### config.mk
export PLATFORM = sky130hd
export DESIGN_NAME = rie_ctrl
export DESIGN_NICKNAME = d
export VERILOG_FILES = /design/src/hdl/rie_pkg.sv /design/src/hdl/rie_ctrl.sv
export SDC_FILE = /design/constraint.sdc
export NUM_CORES = 1
export LEC_CHECK = 0
export BUFFER_PORTS_ARGS = -buffer_cell sky130_fd_sc_hd__buf_2
export CAP_MARGIN = 30
export CORE_AREA = 2 2 39 41
export DETAILED_ROUTE_END_ITERATION = 8
export DIE_AREA = 0 0 41 43
export PLACE_DENSITY_LB_ADDON = 0.3
export REMOVE_ABC_BUFFERS = 1
export SLEW_MARGIN = 20
export SYNTH_ARGS = -nofsm -noshare
export SYNTH_HDL_FRONTEND = slang
export SYNTH_SLANG_ARGS = --single-unit
### constraint.sdc
create_clock -name clk -period 1.1 [get_ports clk]
set_input_delay 0.11 -clock clk [delete_from_list [all_inputs] [get_ports clk]]
set_output_delay 0.11 -clock clk [all_outputs]
set_load 0.02 [all_outputs]
### src/hdl/rie_pkg.sv
// ============================================================================
// rie_pkg
// types, opcodes and constants shared by the instruction execute block
// ============================================================================
package rie_pkg;

    localparam int MEMORY_WORDS_DEFAULT  = 1024;
    // program line count, fixed to match the 10-bit pc, target and start fields
    localparam int PROGRAM_LINES         = 1024;
    localparam int NUM_REGS              = 16;
    localparam logic [31:0] STACK_RESET  = 32'd4092;
    localparam logic [3:0]  LINK_REG     = 4'd15;
    localparam logic [3:0]  STACK_REG    = 4'd14;

    typedef enum logic [4:0] {
        OP_ADD   = 5'd0,
        OP_SUB   = 5'd1,
        OP_MUL   = 5'd2,
        OP_DIV   = 5'd3,
        OP_MOD   = 5'd4,
        OP_CMP   = 5'd5,
        OP_AND   = 5'd6,
        OP_OR    = 5'd7,
        OP_NOT   = 5'd8,
        OP_MOV   = 5'd9,
        OP_LSL   = 5'd10,
        OP_LSR   = 5'd11,
        OP_ASR   = 5'd12,
        OP_NOP   = 5'd13,
        OP_LD    = 5'd14,
        OP_ST    = 5'd15,
        OP_BEQ   = 5'd16,
        OP_BGT   = 5'd17,
        OP_B     = 5'd18,
        OP_CALL  = 5'd19,
        OP_RET   = 5'd20,
        OP_PRINT = 5'd21
    } op_t;

    localparam logic [1:0] MOD_ABS  = 2'd1;
    localparam logic [1:0] MOD_HIGH = 2'd2;

    typedef struct packed {
        logic [4:0]         func;
        logic [1:0]         modifier;
        logic [3:0]         dest_reg;
        logic [3:0]         src_reg;
        logic               operand_is_register;
        logic [3:0]         operand_reg;
        logic signed [31:0] immediate;
        logic [9:0]         branch_target;
    } in_beat_t;

    typedef struct packed {
        logic [9:0]         next_pc;
        logic               print_valid;
        logic signed [31:0] print_value;
        logic               eq_flag;
        logic               gt_flag;
    } out_beat_t;

    typedef enum logic [2:0] {
        ST_CLEAR,
        ST_IDLE,
        ST_READ,
        ST_DIV,
        ST_MEM,
        ST_DONE
    } state_t;

    // controller to datapath
    typedef struct packed {
        logic clear_step;
        logic capture;
        logic exec;
        logic div_start;
        logic div_step;
        logic mem_finish;
        logic out_load;
    } cmd_t;

    // datapath to controller
    typedef struct packed {
        logic clear_done;
        logic is_div;
        logic is_mem;
        logic div_done;
    } status_t;

endpackage

### src/hdl/rie_ctrl.sv
// ============================================================================
// rie_ctrl
// sequencer: memory clear, operand read, divide iterations, memory access
// ============================================================================
module rie_ctrl (
    input  logic              clk,
    input  logic              rst_n,
    input  logic              in_valid,
    output logic              in_stall,
    input  logic              out_full,
    input  rie_pkg::status_t  status,
    output rie_pkg::cmd_t     cmd
);

    rie_pkg::state_t state_reg, state_next;

    always_ff @(posedge clk or negedge rst_n)
    begin
        if (!rst_n)
        begin
            state_reg <= rie_pkg::ST_CLEAR;
        end
        else
        begin
            state_reg <= state_next;
        end
    end

    always_comb
    begin
        state_next = state_reg;
        cmd        = '0;
        in_stall   = 1'b1;
        unique case (state_reg)
            rie_pkg::ST_CLEAR:
            begin
                cmd.clear_step = 1'b1;
                if (status.clear_done)
                begin
                    state_next = rie_pkg::ST_IDLE;
                end
            end
            rie_pkg::ST_IDLE:
            begin
                in_stall = 1'b0;
                if (in_valid)
                begin
                    cmd.capture = 1'b1;
                    state_next  = rie_pkg::ST_READ;
                end
            end
            rie_pkg::ST_READ:
            begin
                if (status.is_div)
                begin
                    cmd.div_start = 1'b1;
                    state_next    = rie_pkg::ST_DIV;
                end
                else if (status.is_mem)
                begin
                    state_next = rie_pkg::ST_MEM;
                end
                else
                begin
                    cmd.exec   = 1'b1;
                    state_next = rie_pkg::ST_DONE;
                end
            end
            rie_pkg::ST_DIV:
            begin
                cmd.div_step = 1'b1;
                if (status.div_done)
                begin
                    cmd.div_step = 1'b0;
                    cmd.exec     = 1'b1;
                    state_next   = rie_pkg::ST_DONE;
                end
            end
            rie_pkg::ST_MEM:
            begin
                cmd.mem_finish = 1'b1;
                state_next     = rie_pkg::ST_DONE;
            end
            rie_pkg::ST_DONE:
            begin
                if (!out_full)
                begin
                    cmd.out_load = 1'b1;
                    state_next   = rie_pkg::ST_IDLE;
                end
            end
            default:
            begin
                state_next = rie_pkg::ST_IDLE;
            end
        endcase
    end

endmodule

==> results of run 1 <==
==> worst max-delay path: stages, from the launching register on <==
cell	delay [ns]
sky130_fd_sc_hd__dfrtp_1	0.41
sky130_fd_sc_hd__or2b_4	0.31
sky130_fd_sc_hd__or2_4	0.23
sky130_fd_sc_hd__buf_6	0.13
==> power groups by stage <==
stage | Sequential [uW] | Clock, uW | Combinational (uW)
2_1_floorplan | 262 | 0 | 375
3_3_place_gp | 228 | 0 | 746
3_5_place_dp | 232 | 0 | 749
4_1_cts | 229 | 208 | 1090
5_1_grt | 243 | 217 | 1430
6_report | 237 | 199 | 1350
==> layout make-up <==
cell class | count | share of cell area [%]
sequential | 3 | 12.66
clock buffer | 4 | 4.357
tap | 16 | 3.320
timing repair buffer | 29 | 39.63
multi-input combinational | 25 | 40.04
==> placed cells by master, fill, tap and decap left out, drive strengths merged <==
| master | count |
|---|---|
| nand2 | 2 |
| and4bb | 1 |
| nor4b | 1 |
| a311oi | 1 |
| o21ai | 3 |
| nor3 | 3 |
| clkbuf | 4 |
| buf | 28 |
| a21oi | 3 |
| dfrtp | 3 |
| or3 | 1 |
| nor3b | 2 |
| nand3b | 2 |
| or2 | 1 |
| or2b | 1 |
| nor2 | 2 |
| nand2b | 2 |
| dlygate4sd3 | 1 |
==> metal layers <==
metal  global-route usage [%]  share of wire (%)  vias to the layer above
met5                        0                  0                        -
met4                    10.00                1.2                        0
met3                    3.141                2.7                        2
met2                    20.63                 56                        9
met1                    14.89                 40                      161
li1                         -                  -                      172
==> stage by stage <==
stage | util [%] | TNS, ns | area (sq um) | setup slack (ns) | cells
after floorplan | - | -0.8484 | 242.7 | -0.2431 | 28
after global placement | 28.21 | -0.2423 | 390.4 | -0.07596 | 66
after detailed placement | 28.21 | -0.3358 | 390.4 | -0.09677 | 66
after CTS | 37.97 | -2.075 | 525.5 | -0.2913 | 76
after global routing | 43.58 | -2.900 | 603.1 | -0.3545 | 77
final | 43.58 | -2.483 | 603.1 | -0.3231 | 77
==> cells by family (layout without fill, tap and decap cells) <==
kind of cell	count (synthesis)	count (layout)	share of synthesized area (%)
compound gates	7	7	16.11
buf+inv	3	33	8.057
flops	3	3	28.44
simple gates	18	18	47.39
==> cell usage after synthesis <==
library cell               count  area [sq um]
sky130_fd_sc_hd__nor2_1        2         7.510
sky130_fd_sc_hd__nor3b_1       2         15.01
sky130_fd_sc_hd__nor3_1        3         15.01
sky130_fd_sc_hd__buf_6         1         11.26
sky130_fd_sc_hd__nand2b_4      1         13.76
sky130_fd_sc_hd__a311oi_1      1         8.760
sky130_fd_sc_hd__o21ai_0       2         10.01
sky130_fd_sc_hd__nand2_1       2         7.510
sky130_fd_sc_hd__dfrtp_1       3         75.07
sky130_fd_sc_hd__nand2b_1      1         6.260
sky130_fd_sc_hd__or3_1         1         6.260
sky130_fd_sc_hd__o21ai_2       1         8.760
sky130_fd_sc_hd__nor4b_1       1         8.760
sky130_fd_sc_hd__and4bb_2      1         12.51
sky130_fd_sc_hd__nand3b_1      2         15.01
sky130_fd_sc_hd__a21oi_1       3         15.01
sky130_fd_sc_hd__buf_2         2         10.01
sky130_fd_sc_hd__or2b_4        1         11.26
sky130_fd_sc_hd__or2_2         1         6.260
==> worst min-delay path by stage <==
stage,start,end,slack (ns),cells past startpoint
global placement,rst_n,state_reg[1],-0.09,1
finish,status[3],state_reg[0],0.15,3
global route,status[3],state_reg[0],0.18,3
detailed placement,rst_n,state_reg[1],-0.09,1
floorplan,rst_n,state_reg[0],-0.19,0
CTS,in_valid,state_reg[1],0.17,3
==> repair_timing <==
item	CTS	global route
cloned	0	0
hold buffers	1	0
setup endpoints to repair	11	11
gates resized for setup	19	18
setup buffers	5	1
hold endpoints to repair	3	0
pin swaps	3	6
==> reports/results.txt, run 1 <==
The logs give 16 for the boundary pin count and 75.5% for the power share of the combinational group. The floorplan step set the die height to 43 um. In this run the critical register-to-register path is launched from state_reg[0]. Entering global routing, the biggest net connects 9 pins.

Setup repair after global routing could not meet its margin everywhere. CTS saw 3 sinks. The worst register-to-register path ends at state_reg[2]. The number of buffers inserted during clock tree synthesis was 3; the portion of the clock cycle consumed by the worst path in the final layout was 129.4%. The Yosys warning count was 0.

Buffers placed on the I/O ports in this run total 15. The number of antenna violations at the first check in global routing came out at 0. After clock tree synthesis, the clock-pin slew on the worst setup and hold paths is 0.04 ns. Registers take 76.32 sq um.

The worst register-to-register path has a depth of 4. Type of the worst min-delay path: in2reg. On the final layout, the worst hold slack is 0.1486 ns. TritonCTS built the clock tree. Tightest slew margin relative to the limit: 85.20%.

Net switching is 40.78% of the power. The chip width was 41 um; the maximum resistive drop on vdd was 1.300 mV. At the pin with the least slew margin, the transition time is 0.2189 ns. The overall routed net length is 989 um. The remaining antenna violation count after routing came out at 0.

The number of nets in the layout came out at 70. The internal portion of the total power is 1055 uW. The checks that failed: negative setup slack.

Along the worst path, the maximum fanout reaches 4. For the post-synthesis cell type count, the log shows 19. For the maximum clock frequency, the log shows 0.7027 GHz. In the routed design, unresolved DRC markers number 0. Cells with a size suffix above 1 make up 77.05% of the layout. Synthesis handed over a netlist of 31 instances. The sum of overflow across all layers after global routing was 0; the detailed-route vias per instance was 4.468.

The floorplan core area came out at 1384 sq um. Data on the critical path arrives at its endpoint at 1.31 ns. Clock latency on the worst-skew pair, taken at its later pin, is 0.24 ns. The register with the most flip-flops in the layout has 3 of them.

The number of max-capacitance violations reported came out at 0. For this configuration, the core starts out at a cell density of 19.08%. The overall track demand over capacity in global routing is 13.38%.

For this block, the via count after detailed routing is 344. The net load switching power is 726.3 uW, and the total count of max-transition violations in the final report is 0. The die covers 1763 sq um.

By startpoint and endpoint, the worst setup path is classified as reg2out. Clock network fraction of total power: 11.2%. Total power after layout: 1781 uW. The routed design could run at a clock period as short as 1.423 ns.

The via count of the first global-routing pass is 352, and the routability congestion estimate from global placement is 0.7639. The power density over the cells came out at 2953 nW/um^2. Sequential cell fraction of total power: 13.3%. In the final layout, the multi-input gates occupy 241.5 sq um. Number of synthesized register bits: 3. The worst setup path is launched from a register. Before antenna repair, the detailed router went through 2 iterations.

The post-detailed-route wirelength per cell works out to 12.84 um. The analysis attributes to cell leakage a power of 0.0002659 uW. The most critical setup path has its startpoint at state_reg[0].

The layout overhead on the synthesized area came out at 128.4%. The flop-to-flop setup slack is -0.22 ns, and the first-pass GRT wire length is 1.518 mm. After filler insertion, the fill cell instance count of the layout stands at 144. For the final antenna diode count, the log shows 0.

The proportion of synthesized chip area in sequential cells was 28.44%. The type of destination of the critical path was an output port. The run gives 0 as the count of endpoints failing hold in the final timing report. Final setup slack of the worst path: -0.3231 ns. At the worst endpoint, the required time is 0.99 ns. The most critical setup path has its endpoint at in_stall. Averaged over all synthesized cells, the footprint is 8.516 sq um.

The clock root buffer was sky130_fd_sc_hd__clkbuf_4. The number of rows created at floorplan is 14. No sink is reached through more buffers than the 2 on the longest clock path. Clock skew on the completed layout was measured at 0.009485 ns.

The post-synth design cell area is 264.0 sq um. Number of design-rule violations left by the first detailed-router iteration: 1. The level count of the clock H-tree is 1, and the total setup violations reported at the end of the flow is 11.

The flow ran to the end, but the final reports show violations. The post-detailed-placement half-perimeter wirelength came out at 574.6 um.
Note: power is estimated with default switching activity, not from simulation.
==> run 2, diff against run 1 <==
--- a/config.mk
+++ b/config.mk
@@ -10,7 +10,7 @@
 export CORE_AREA = 2 2 39 41
 export DETAILED_ROUTE_END_ITERATION = 8
 export DIE_AREA = 0 0 41 43
-export PLACE_DENSITY_LB_ADDON = 0.3
+export PLACE_DENSITY = 0.51
 export REMOVE_ABC_BUFFERS = 1
 export SLEW_MARGIN = 20
 export SYNTH_ARGS = -nofsm -noshare
==> reports/results.txt, run 2 (synthesis gave the netlist of run 1 again) <==
The portion of the clock cycle consumed by the worst path in the final layout was 127.3% (-2.1 points). The number of vias in the routed layout was 342 (-0.58%); the number of buffers inserted during clock tree synthesis was 3 (unchanged). The number of buffer and inverter stages on the critical path was 1 (unchanged); the count of endpoints failing hold in the final timing report was 0 (unchanged). Setup repair after global routing could not meet its margin everywhere. Maximum clock frequency: 0.7140 GHz (+1.6%).

The tools report the via count of the first global-routing pass as 309 (-12%). Traced cell by cell, the critical path runs through or2b_4 -> or2_4 -> buf_6. The tools report the clock network latency to the later pin of the worst-skew pair as 0.24 ns (about the same). The cell with the largest stage delay on the worst path is sky130_fd_sc_hd__dfrtp_1. The run gives 1.304 mm (-14%) as the first-pass GRT wire length. The time the final worst path needs with I/O delays and setup is 1.401 ns (-0.02258 ns), and the chip width is 41 um (unchanged). The total count of max-transition violations in the final report is 0 (unchanged), and the sum of overflow across all layers after global routing is 0 (unchanged).

The checks that failed: negative setup slack. The top cell types in the final layout, fill and taps aside, are sky130_fd_sc_hd__buf_6, sky130_fd_sc_hd__buf_2, sky130_fd_sc_hd__buf_4. The number of rows created at floorplan is 14 (unchanged), and the static leakage power is 0.0002581 uW (-2.9%). The remaining antenna violation count after routing came out at 0 (unchanged).

The overall routed net length is 915 um (-7.5%). The highest fanout seen on the critical path was 4 (unchanged); the detailed-route vias per instance was 4.500 (+0.73%). The total negative slack for setup checks came out at -2.195 ns (+0.2875 ns).

For the effective utilization at floorplan, the log shows 19.08% (unchanged). The tools report the type of destination of the critical path as an output port. TritonCTS built the clock tree. Share of post-route cells with drive strength above 1: 70.00% (-7.0 points). For the data arrival time of the critical path, the log shows 1.29 ns (-0.02 ns). Leaving out fill and tap cells, the most frequent cell in the layout is sky130_fd_sc_hd__buf_6.

The tools report the number of max-capacitance violations reported as 0 (unchanged). The required time of the worst setup path is 0.99 ns (about the same), and the number of flip-flops in the largest register is 3 (unchanged). The slew at the pin closest to its max-slew limit is 0.3043 ns (+0.08546 ns), and the power density over the cells is 2839 nW/um^2 (-3.9%). The number of input and output port buffers inserted came out at 15 (unchanged). The startpoint type of the worst setup path is a register. The first-pass iteration count of the detailed router came out at 4 (+2).

The die boundary height was 43 um (unchanged). The detailed-route DRC error count came out at 0 (unchanged). The tools report the die footprint as 1763 sq um (unchanged).

The delay contributed by the slowest stage of the critical path is 0.39 ns (-0.02 ns), and the final antenna diode count is 0 (unchanged). The gate family responsible for the most delay along the worst path was simple AND/OR/NAND/NOR gates. Post-placement setup slack: -0.1080 ns (-0.01124 ns). The logs give 1 (unchanged) for the level count of the clock H-tree and 11.97% (-1.4 points) for the overall track demand over capacity in global routing. For the number of design-rule violations left by the first detailed-router iteration, the log shows 4 (+3). The run gives 9 (unchanged) as the largest net degree at the start of global routing.

Clock root buffer: sky130_fd_sc_hd__clkbuf_4. The number of antenna violations at the first check in global routing was 0 (unchanged); the boundary pin count was 16 (unchanged). The run gives 41.32% (-2.3 points) as the final core area utilization.

The tightest slew margin relative to the limit is 79.43% (-5.8 points), and the final setup slack of the worst path is -0.3005 ns (+0.02258 ns). From synthesis to final layout, the design area changed by 116.6%. The worst setup path is of the reg2out kind. The post-detailed-route wirelength per cell is 12.04 um (-6.3%). The floorplan core area was 1384 sq um (unchanged); the clock transition at the registers of the reported paths was 0.04 ns (about the same).

The number of sinks on the clock net is 3 (unchanged), and the routability congestion estimate from global placement is 0.7635 (about the same). The run gives 145 (+0.69%) as the fill cell instance count of the final layout. The type of the worst min-delay path is in2reg. For the post-detailed-placement half-perimeter wirelength, the log shows 544.5 um (-5.2%). The run gives 10 (-1) as the total setup violations reported at the end of the flow. The run gives 69 (-1.4%) as the number of nets in the layout. The run finished, with violations left. Worst clock skew: 0.006835 ns (-0.002650 ns). The maximum resistive drop on vdd was 0.8358 mV (-36%); the number of buffers on the longest clock path was 2 (unchanged).
## run 2: final cells by class
type / instances / area [sq um] / share of cell area [%]
clock buffers: 4 / 26.28 / 4.595
multi-input cells: 25 / 211.5 / 36.98
flip-flops and latches: 3 / 76.32 / 13.35
well taps: 16 / 20.02 / 3.501
repair buffers: 28 / 237.7 / 41.58
## run 2: worst paths after layout
| kind | to | slack [ns] | startpoint | cells past startpoint |
|---|---|---|---|---|
| min in group asynchronous | state_reg[0] | 0.20 | rst_n | 2 |
| worst min register to register | state_reg[1] | 0.68 | state_reg[2] | 3 |
| worst max-delay path | in_stall | -0.30 | state_reg[0] | 3 |
| worst min-delay path | state_reg[0] | 0.19 | status[3] | 3 |
| max in group asynchronous | state_reg[1] | 0.77 | rst_n | 2 |
| worst max register to register | state_reg[2] | -0.14 | state_reg[0] | 4 |
## run 2: repair_timing
action	in CTS	in global routing
endpoints found under the hold margin	3	0
setup buffers	5	1
setup endpoints to repair	11	11
hold buffers	1	0
pin swaps	4	2
resized for setup	20	10
## run 2: stage by stage
| step | std cells | total power, uW | instance area, sq um | hold WS (ns) |
|---|---|---|---|---|
| 2_1_floorplan | 28 | 636.9 | 242.7 | -0.1856 |
| 3_3_place_gp | 65 | 946.4 | 382.9 | -0.08829 |
| 3_5_place_dp | 65 | 943.2 | 382.9 | -0.09315 |
| 5_1_grt | 76 | 1730 | 571.8 | 0.1878 |
| 4_1_cts | 75 | 1451 | 521.8 | 0.1848 |
| 6_report | 76 | 1623 | 571.8 | 0.1874 |
## run 2: routing by layer
layer / GRT usage [%] / routed length, um / vias to the layer above
met5: 0 / 0 / -
met4: 10.00 / 9 / 0
met3: 4.712 / 40 / 2
met2: 17.19 / 510 / 10
met1: 12.94 / 354 / 158
li1: - / - / 172
## run 2: tightest hold or removal path: stages
cell                      delay [ns]
sky130_fd_sc_hd__buf_2          0.07
sky130_fd_sc_hd__o21ai_0        0.06
sky130_fd_sc_hd__o21ai_0        0.14
## run 2: power by group
group | internal (uW) | leakage, uW | switching, uW
Combinational | 680 | 0.000208 | 507
Clock | 137 | 0.0000150 | 67.2
Sequential | 165 | 0.0000349 | 67.7
Total | 981 | 0.000258 | 642
